## src/rtl/core/ssrch_pkg.sv

```systemverilog
package ssrch_pkg;

    localparam int MAX_PATTERN_DEFAULT = 16;
    localparam int PAT_BYTES           = 16;
    localparam int PAT_IDX_W           = 4;
    localparam int LEN_W               = 5;
    localparam int OFFSET_W            = 32;
    localparam int CFG_DATA_W          = 64;
    localparam int CFG_INDEX_W         = 2;

    localparam logic [CFG_INDEX_W-1:0] REG_PATTERN_LOW    = 2'd0;
    localparam logic [CFG_INDEX_W-1:0] REG_PATTERN_HIGH   = 2'd1;
    localparam logic [CFG_INDEX_W-1:0] REG_PATTERN_LENGTH = 2'd2;
    localparam logic [CFG_INDEX_W-1:0] REG_CASE_FOLD      = 2'd3;

    localparam logic [7:0] TERMINATOR   = 8'h00;
    localparam logic [7:0] UPPER_FIRST  = 8'h41;
    localparam logic [7:0] UPPER_LAST   = 8'h5A;
    localparam logic [7:0] CASE_DELTA   = 8'h20;

    typedef struct packed {
        logic [LEN_W-1:0] len;
        logic             fold;
    } pat_ctl_t;

    function automatic logic [7:0] fold_byte(input logic [7:0] b, input logic en);
        logic [7:0] r;
        r = b;
        if (en && (b >= UPPER_FIRST) && (b <= UPPER_LAST))
        begin
            r = b + CASE_DELTA;
        end
        return r;
    endfunction

endpackage

```

## src/rtl/core/ssrch_cell.sv

```systemverilog
module ssrch_cell
    import ssrch_pkg::*;
(
    input  logic       clk,
    input  logic       shift,
    input  logic [7:0] byte_in,
    output logic [7:0] byte_out,
    input  logic       fold,
    input  logic [7:0] pat_byte,
    input  logic       care,
    output logic       hit
);

    logic [7:0] byte_reg;

    always_ff @(posedge clk)
    begin
        if (shift)
        begin
            byte_reg <= byte_in;
        end
    end

    assign byte_out = byte_reg;
    assign hit      = !care || (fold_byte(byte_reg, fold) == pat_byte);

endmodule

```

## src/rtl/core/ssrch_pat_align.sv

```systemverilog
module ssrch_pat_align
    import ssrch_pkg::*;
#(
    parameter int MAX_PATTERN = MAX_PATTERN_DEFAULT
)
(
    input  logic                         clk,
    input  logic                         rst_n,
    input  logic [CFG_DATA_W-1:0]        pattern_low,
    input  logic [CFG_DATA_W-1:0]        pattern_high,
    input  logic [LEN_W-1:0]             pattern_length,
    input  logic                         case_fold,
    output pat_ctl_t                     ctl,
    output logic [MAX_PATTERN-1:0][7:0]  pat_bytes,
    output logic [MAX_PATTERN-1:0]       care
);

    logic [PAT_BYTES-1:0][7:0]     raw;
    logic [LEN_W-1:0]              lim;
    logic [LEN_W-1:0]              eff_len;
    logic [MAX_PATTERN-1:0][7:0]   pat_bytes_next;
    logic [MAX_PATTERN-1:0]        care_next;
    pat_ctl_t                      ctl_next;
    pat_ctl_t                      ctl_reg;
    logic [MAX_PATTERN-1:0][7:0]   pat_bytes_reg;
    logic [MAX_PATTERN-1:0]        care_reg;

    assign raw = {pattern_high, pattern_low};

    always_comb
    begin
        lim = (pattern_length > LEN_W'(MAX_PATTERN)) ? LEN_W'(MAX_PATTERN) : pattern_length;
        eff_len = lim;
        for (int i = PAT_BYTES - 1; i >= 0; i--)
        begin
            if ((LEN_W'(i) < lim) && (raw[i] == TERMINATOR))
            begin
                eff_len = LEN_W'(i);
            end
        end
    end

    // align so that lane j faces the byte received j transfers ago
    for (genvar j = 0; j < MAX_PATTERN; j++)
    begin : g_lane
        logic [LEN_W-1:0] idx;
        assign idx               = eff_len - LEN_W'(j + 1);
        assign pat_bytes_next[j] = fold_byte(raw[idx[PAT_IDX_W-1:0]], case_fold);
        assign care_next[j]      = LEN_W'(j) < eff_len;
    end

    assign ctl_next.len  = eff_len;
    assign ctl_next.fold = case_fold;

    always_ff @(posedge clk or negedge rst_n)
    begin
        if (!rst_n)
        begin
            ctl_reg  <= '0;
            care_reg <= '0;
        end
        else
        begin
            ctl_reg  <= ctl_next;
            care_reg <= care_next;
        end
    end

    always_ff @(posedge clk)
    begin
        pat_bytes_reg <= pat_bytes_next;
    end

    assign ctl       = ctl_reg;
    assign pat_bytes = pat_bytes_reg;
    assign care      = care_reg;

endmodule

```

## src/rtl/core/substring_search_top.sv

```systemverilog
// Path: an accepted byte is registered in the s1 stage, then its result is written to the
// result buffer and offered on the output from there.
// Throughput: one text byte per cycle, with a combinational compare across the cell row;
// in_ready drops only while the two-entry result buffer could not take another result.
// Reset: rst_n (asynchronous, active low) clears the registers, the counters and the buffer;
// the window cells are not cleared and are masked by the fill count.
module substring_search_top
    import ssrch_pkg::*;
#(
    parameter int MAX_PATTERN = MAX_PATTERN_DEFAULT
)
(
    input  logic                    clk,
    input  logic                    rst_n,
    input  logic                    cfg_write,
    input  logic [CFG_INDEX_W-1:0]  cfg_index,
    input  logic [CFG_DATA_W-1:0]   cfg_data,
    input  logic                    in_valid,
    output logic                    in_ready,
    input  logic [7:0]              text_byte,
    output logic                    out_valid,
    input  logic                    out_ready,
    output logic                    found,
    output logic [OFFSET_W-1:0]     match_offset
);

    logic [CFG_DATA_W-1:0]         pattern_low_reg;
    logic [CFG_DATA_W-1:0]         pattern_high_reg;
    logic [LEN_W-1:0]              pattern_length_reg;
    logic                          case_fold_reg;

    pat_ctl_t                      ctl;
    logic [MAX_PATTERN-1:0][7:0]   pat_bytes;
    logic [MAX_PATTERN-1:0]        care;
    logic [MAX_PATTERN-1:0][7:0]   win;
    logic [MAX_PATTERN-1:0]        hit;

    logic                          accept;
    logic                          term;
    logic                          shift;

    logic [LEN_W-1:0]              fill_reg;
    logic [OFFSET_W-1:0]           offset_reg;
    logic                          reported_reg;
    logic                          reported_next;
    logic                          s1_valid_reg;
    logic                          s1_term_reg;
    logic                          s1_first_reg;

    logic                          res;
    logic                          res_found;
    logic [OFFSET_W-1:0]           res_offset;

    logic [1:0]                    count_reg;
    logic [1:0]                    count_next;
    logic                          wr_ptr_reg;
    logic                          rd_ptr_reg;
    logic [1:0]                    ent_found_reg;
    logic [1:0][OFFSET_W-1:0]      ent_offset_reg;
    logic                          push;
    logic                          pop;

    always_ff @(posedge clk or negedge rst_n)
    begin
        if (!rst_n)
        begin
            pattern_low_reg    <= '0;
            pattern_high_reg   <= '0;
            pattern_length_reg <= '0;
            case_fold_reg      <= 1'b0;
        end
        else if (cfg_write)
        begin
            case (cfg_index)
                REG_PATTERN_LOW:    pattern_low_reg    <= cfg_data;
                REG_PATTERN_HIGH:   pattern_high_reg   <= cfg_data;
                REG_PATTERN_LENGTH: pattern_length_reg <= cfg_data[LEN_W-1:0];
                REG_CASE_FOLD:      case_fold_reg      <= cfg_data[0];
                default:            ;
            endcase
        end
    end

    ssrch_pat_align #(
        .MAX_PATTERN (MAX_PATTERN)
    ) u_pat_align (
        .clk            (clk),
        .rst_n          (rst_n),
        .pattern_low    (pattern_low_reg),
        .pattern_high   (pattern_high_reg),
        .pattern_length (pattern_length_reg),
        .case_fold      (case_fold_reg),
        .ctl            (ctl),
        .pat_bytes      (pat_bytes),
        .care           (care)
    );

    assign accept = in_valid && in_ready;
    assign term   = (text_byte == TERMINATOR);
    assign shift  = accept && !term;

    for (genvar j = 0; j < MAX_PATTERN; j++)
    begin : g_cell
        logic [7:0] byte_in;
        if (j == 0)
        begin : g_head
            assign byte_in = text_byte;
        end
        else
        begin : g_link
            assign byte_in = win[j-1];
        end
        ssrch_cell u_cell (
            .clk      (clk),
            .shift    (shift),
            .byte_in  (byte_in),
            .byte_out (win[j]),
            .fold     (ctl.fold),
            .pat_byte (pat_bytes[j]),
            .care     (care[j]),
            .hit      (hit[j])
        );
    end

    always_ff @(posedge clk or negedge rst_n)
    begin
        if (!rst_n)
        begin
            fill_reg     <= '0;
            offset_reg   <= '0;
            s1_valid_reg <= 1'b0;
            s1_term_reg  <= 1'b0;
            s1_first_reg <= 1'b0;
            reported_reg <= 1'b0;
        end
        else
        begin
            s1_valid_reg <= accept;
            if (accept)
            begin
                s1_term_reg  <= term;
                s1_first_reg <= (offset_reg == '0);
                if (term)
                begin
                    fill_reg   <= '0;
                    offset_reg <= '0;
                end
                else
                begin
                    if (fill_reg < LEN_W'(MAX_PATTERN))
                    begin
                        fill_reg <= fill_reg + LEN_W'(1);
                    end
                    if (offset_reg != '1)
                    begin
                        offset_reg <= offset_reg + OFFSET_W'(1);
                    end
                end
            end
            reported_reg <= reported_next;
        end
    end

    always_comb
    begin
        res           = 1'b0;
        res_found     = 1'b0;
        res_offset    = '0;
        reported_next = reported_reg;
        if (s1_valid_reg)
        begin
            if ((ctl.len == '0) && !reported_reg && s1_first_reg)
            begin
                res           = 1'b1;
                res_found     = 1'b1;
                reported_next = !s1_term_reg;
            end
            else if (s1_term_reg)
            begin
                res           = !reported_reg;
                reported_next = 1'b0;
            end
            else if (!reported_reg && (ctl.len != '0) && (fill_reg >= ctl.len) && (&hit))
            begin
                res           = 1'b1;
                res_found     = 1'b1;
                res_offset    = offset_reg - OFFSET_W'(ctl.len);
                reported_next = 1'b1;
            end
        end
    end

    assign push     = res;
    assign pop      = out_valid && out_ready;
    assign in_ready = (count_next != 2'd2);

    always_comb
    begin
        count_next = count_reg;
        if (push && !pop)
        begin
            count_next = count_reg + 2'd1;
        end
        else if (!push && pop)
        begin
            count_next = count_reg - 2'd1;
        end
    end

    always_ff @(posedge clk or negedge rst_n)
    begin
        if (!rst_n)
        begin
            count_reg  <= 2'd0;
            wr_ptr_reg <= 1'b0;
            rd_ptr_reg <= 1'b0;
        end
        else
        begin
            count_reg <= count_next;
            if (push)
            begin
                wr_ptr_reg <= !wr_ptr_reg;
            end
            if (pop)
            begin
                rd_ptr_reg <= !rd_ptr_reg;
            end
        end
    end

    always_ff @(posedge clk)
    begin
        if (push)
        begin
            ent_found_reg[wr_ptr_reg]  <= res_found;
            ent_offset_reg[wr_ptr_reg] <= res_offset;
        end
    end

    assign out_valid    = (count_reg != 2'd0);
    assign found        = ent_found_reg[rd_ptr_reg];
    assign match_offset = ent_offset_reg[rd_ptr_reg];

    a_push_has_room: assert property (@(posedge clk) disable iff (!rst_n)
        push |-> (count_reg != 2'd2))
        else $error("result pushed into a full buffer");

    a_not_found_on_term: assert property (@(posedge clk) disable iff (!rst_n)
        (push && !res_found) |-> s1_term_reg)
        else $error("not-found result without a terminator");

    a_found_on_term_first: assert property (@(posedge clk) disable iff (!rst_n)
        (push && res_found && s1_term_reg) |-> (s1_first_reg && (ctl.len == '0)))
        else $error("found on terminator outside the empty-pattern case");

    a_term_clears_reported: assert property (@(posedge clk) disable iff (!rst_n)
        (s1_valid_reg && s1_term_reg) |=> !reported_reg)
        else $error("reported flag survives a terminator");

endmodule
```

## config.mk

```make
export PLATFORM = sky130hd
export DESIGN_NAME = substring_search_top
export DESIGN_NICKNAME = d
export VERILOG_FILES = /design/src/rtl/core/ssrch_pkg.sv /design/src/rtl/core/ssrch_cell.sv /design/src/rtl/core/ssrch_pat_align.sv /design/src/rtl/core/substring_search_top.sv
export SDC_FILE = /design/constraint.sdc
export NUM_CORES = 1
export LEC_CHECK = 0
export ABC_CLOCK_PERIOD_IN_PS = 7400
export BUFFER_PORTS_ARGS = -buffer_cell sky130_fd_sc_hd__buf_4
export CAP_MARGIN = 20
export CORE_MARGIN = 8
export CORE_UTILIZATION = 40
export CTS_CLUSTER_SIZE = 40
export DETAILED_ROUTE_END_ITERATION = 10
export GPL_TIMING_DRIVEN = 0
export PLACE_DENSITY = 0.61
export SLEW_MARGIN = 40
export SYNTH_ARGS = -nofsm -noshare
export SYNTH_HDL_FRONTEND = slang
export SYNTH_SLANG_ARGS = --single-unit
```

## constraint.sdc

```tcl
create_clock -name clk -period 7.4 [get_ports clk]
set_clock_uncertainty 0.2 [all_clocks]
set_input_delay 1.48 -clock clk [delete_from_list [all_inputs] [get_ports clk]]
set_output_delay 1.48 -clock clk [all_outputs]
set_load 0.005 [all_outputs]
```

==> flow_summary.ini <==
[outcome]
status = finished, final reports clean

[placement]
place_ws_ps = -725.3
gp_congestion = 1.087
port_buffers = 113
dp_hpwl_um = 87320
post_dp_cell_area_mm2 = 0.03292
placed_cells = 3953

[cells_and_area]
syn_to_final_growth_pct = 14.97
mostFrequentLayoutCells = nand2_1, mux2_2, mux2i_1, dfrtp_1, edfxtp_1
instances_no_fill = 4058
fin_nets = 3160
layout_commonest_cell = nand2_1
fillerInstances = 7047
postLayoutCellArea_mm2 = 0.03508
layout-drive-gt1-share = 0.2114

[synthesis]
ys_dominant_reg_cell = dfrtp_1
syn_area_per_cell_um2 = 10.70
synth-simple-area-share = 0.1227
synth_edf_count = 194
yosysWarnings = 0
ys_seq_area_frac = 0.4389
synthXorXnorAreaFrac = 0.05330
synthMuxAreaShare = 0.2003
synthAdderAreaFrac = 0.02181
synth_compound_area_frac = 0.1296
synth-seq-cells = 522
syn-cell-area_mm2 = 0.03052
synthCells = 2852
synth_top_family_by_area = multiplexers
ys_types = 97
synth.net_count = 2982
async_flop_share = 0.3831

[routing]
via_per_inst = 6.153
routed_wl_um = 112600
dr.max_layer_used = met5
drt_iter0_drc = 2604
vias = 24970
drt_pass1_iterations = 6
ant_nets = 0
wl_met3_um = 10330
wl_met1_um = 45690
wl_per_cell_um = 27.75
drcViolationCount = 0
wl_met2_um = 48760

[power]
p_per_area_mw_per_mm2 = 490.6
power_mw = 17.21
leakage_nw = 13.94
vdd_drop_max_mv = 0.2154

[timing]
max_slew_margin = 0.3703
slew_violations = 0
fmax_mhz = 140.5
hold_slack_ps = 264.8
tightestPinTransition_ps = 918.3
hold_viol = 0
fin_crit_ps = 7119
setup_viol_count_final = 0
period_share = 0.9620
grt_setup_unrepaired = no
worst_slack_ps = 281.2

[worst_hold_path]
hp-class = flop to flop

[global_route]
grt_antenna_before_repair = 5
grt_max_degree = 71
grt_pass1_wl_um = 163100
track_usage = 0.2557
grt_overflow = 0
grt_pass1_vias = 23810

[clocking]
cts_tree = yes
clock_latency_ps = 680
cts.sinks = 522
htree_levels = 2
clock_path_buffers = 3
cts_buffers = 57
cts_root_buffer = clkbuf_16
clk_pin_slew_ps = 60

[floorplan]
rows = 101
io_pins = 114
initial_core_util = 0.4031
die_h_um = 292.2
core_mm2 = 0.07570
dieArea_mm2 = 0.08538
die_w_um = 292.2

[worst_setup_path]
arrival_ps = 7410
critPathMaxFanout = 19
start_kind = flop
criticalPathCategory = flop to flop
end_kind = flop
required_ps = 7690

[run]
cap_viol_max_count = 0
[stage by stage]
step / TNS (ps) / util
finish: 0 / 0.4635
global route: 0 / 0.4634
CTS: 0 / 0.4628
detailed placement: -7652 / 0.4349
global placement: -606930 / 0.4305
floorplan: 0 / -
[worst max-delay path, cell delays in order, from the launching register on]
cell       delay, ps
dfrtp_1          520
or4_1            670
a211oi_2         360
nor2_1            80
o21ai_0          250
o221ai_1         330
nand2_2          270
buf_4            380
buf_4            350
clkbuf_4         330
clkbuf_4         330
ha_1             350
a21boi_4         420
xnor2_4          230
clkbuf_2         320
nor2_1            70
or3_1            350
o21ai_1          250
o2111ai_1        270
o31ai_1          540
[cells in the mapped netlist (8+ instances only)]
cell / count / area, um2
inv_1: 82 / 307.8
o22ai_1: 9 / 56.30
or4_1: 12 / 90.09
and3_1: 22 / 137.6
nand3b_1: 8 / 60.06
ha_1: 50 / 625.6
mux2_2: 209 / 2354
a211oi_1: 12 / 90.09
a21oi_1: 173 / 865.8
o211ai_1: 69 / 518.0
or3_1: 19 / 118.9
a22o_1: 21 / 183.9
nand3_1: 75 / 375.4
clkbuf_1: 90 / 337.8
a21o_1: 21 / 157.7
o21ai_1: 9 / 45.04
buf_4: 11 / 82.58
mux4_2: 75 / 1689
buf_1: 9 / 33.78
nor4_1: 45 / 281.5
nor3_1: 61 / 305.3
nor2_1: 176 / 660.6
edfxtp_1: 194 / 5826
buf_2: 39 / 195.2
or2_2: 16 / 100.1
nand2b_1: 10 / 62.56
o31ai_1: 19 / 142.6
a22oi_1: 16 / 120.1
o21a_1: 10 / 75.07
xor2_1: 60 / 525.5
dfrtp_1: 200 / 5005
o21ai_0: 110 / 550.5
a221oi_1: 18 / 157.7
mux2i_1: 202 / 2022
nand2_1: 224 / 840.8
o41ai_1: 12 / 105.1
dfxtp_1: 128 / 2562
nand4_1: 32 / 200.2
and2_1: 13 / 81.33
nor2b_1: 14 / 87.58
a31oi_1: 21 / 131.4
xnor2_1: 117 / 1025
and4_1: 8 / 70.07
[layer usage]
| metal | vias to the layer above | track usage |
|---|---|---|
| met1 | 12220 | 0.3315 |
| met5 | - | 0 |
| li1 | 11090 | - |
| met4 | 2 | 0.1472 |
| met2 | 1277 | 0.3912 |
| met3 | 381 | 0.05832 |
[path summary, 6_finish.rpt]
path | startpoint | end | slack (ps) | cells after the start
worst max-delay path | pattern_high_reg[12] | u_pat_align.pat_bytes[69] | 280 | 19
worst min-delay path | g_cell[1].u_cell.byte_out[7] | g_cell[2].u_cell.byte_out[7] | 260 | 0
worst max register to register | pattern_high_reg[12] | u_pat_align.pat_bytes[69] | 280 | 19
max in group asynchronous | rst_n | pattern_low_reg[35] | 5660 | 3
worst min register to register | g_cell[1].u_cell.byte_out[7] | g_cell[2].u_cell.byte_out[7] | 260 | 0
min in group asynchronous | rst_n | pattern_high_reg[2] | 600 | 2
[power by group]
group          switching [mW]  internal [mW]
logic                    5.52           3.49
registers                1.05           4.09
clock network            1.26           1.80
total                    7.82           9.39
[cells by family after synthesis]
group                      after synthesis
and+or+nand+nor                        765
adders and majority gates               53
DFF                                    522
buffers and inverters                  239
muxes                                  490
xor gates and xnor gates               181
AOI/OAI and AO/OA                      602
[layout make-up]
| class | count | area (um2) | share of cell area |
|---|---|---|---|
| antenna | 1 | 2.502 | 0.00007133 |
| buffer | 147 | 708.2 | 0.02019 |
| clock buffer | 72 | 1573 | 0.04483 |
| clock inverter | 36 | 489.2 | 0.01394 |
| inverter | 86 | 325.3 | 0.009273 |
| multi-input combinational | 2091 | 16290 | 0.4642 |
| sequential | 522 | 13390 | 0.3818 |
| tap | 978 | 1224 | 0.03488 |
| timing repair buffer | 125 | 1081 | 0.03081 |
[timing repair]
| action | 4_1_cts | 5_1_grt |
|---|---|---|
| hold buffers | 0 | 0 |
| setup buffers | 2 | 0 |
| gates resized for setup | 17 | 20 |
| setup endpoints to repair | 28 | 29 |
| pin swaps | 1 | 2 |
Note: power is estimated with default switching activity, not from simulation.
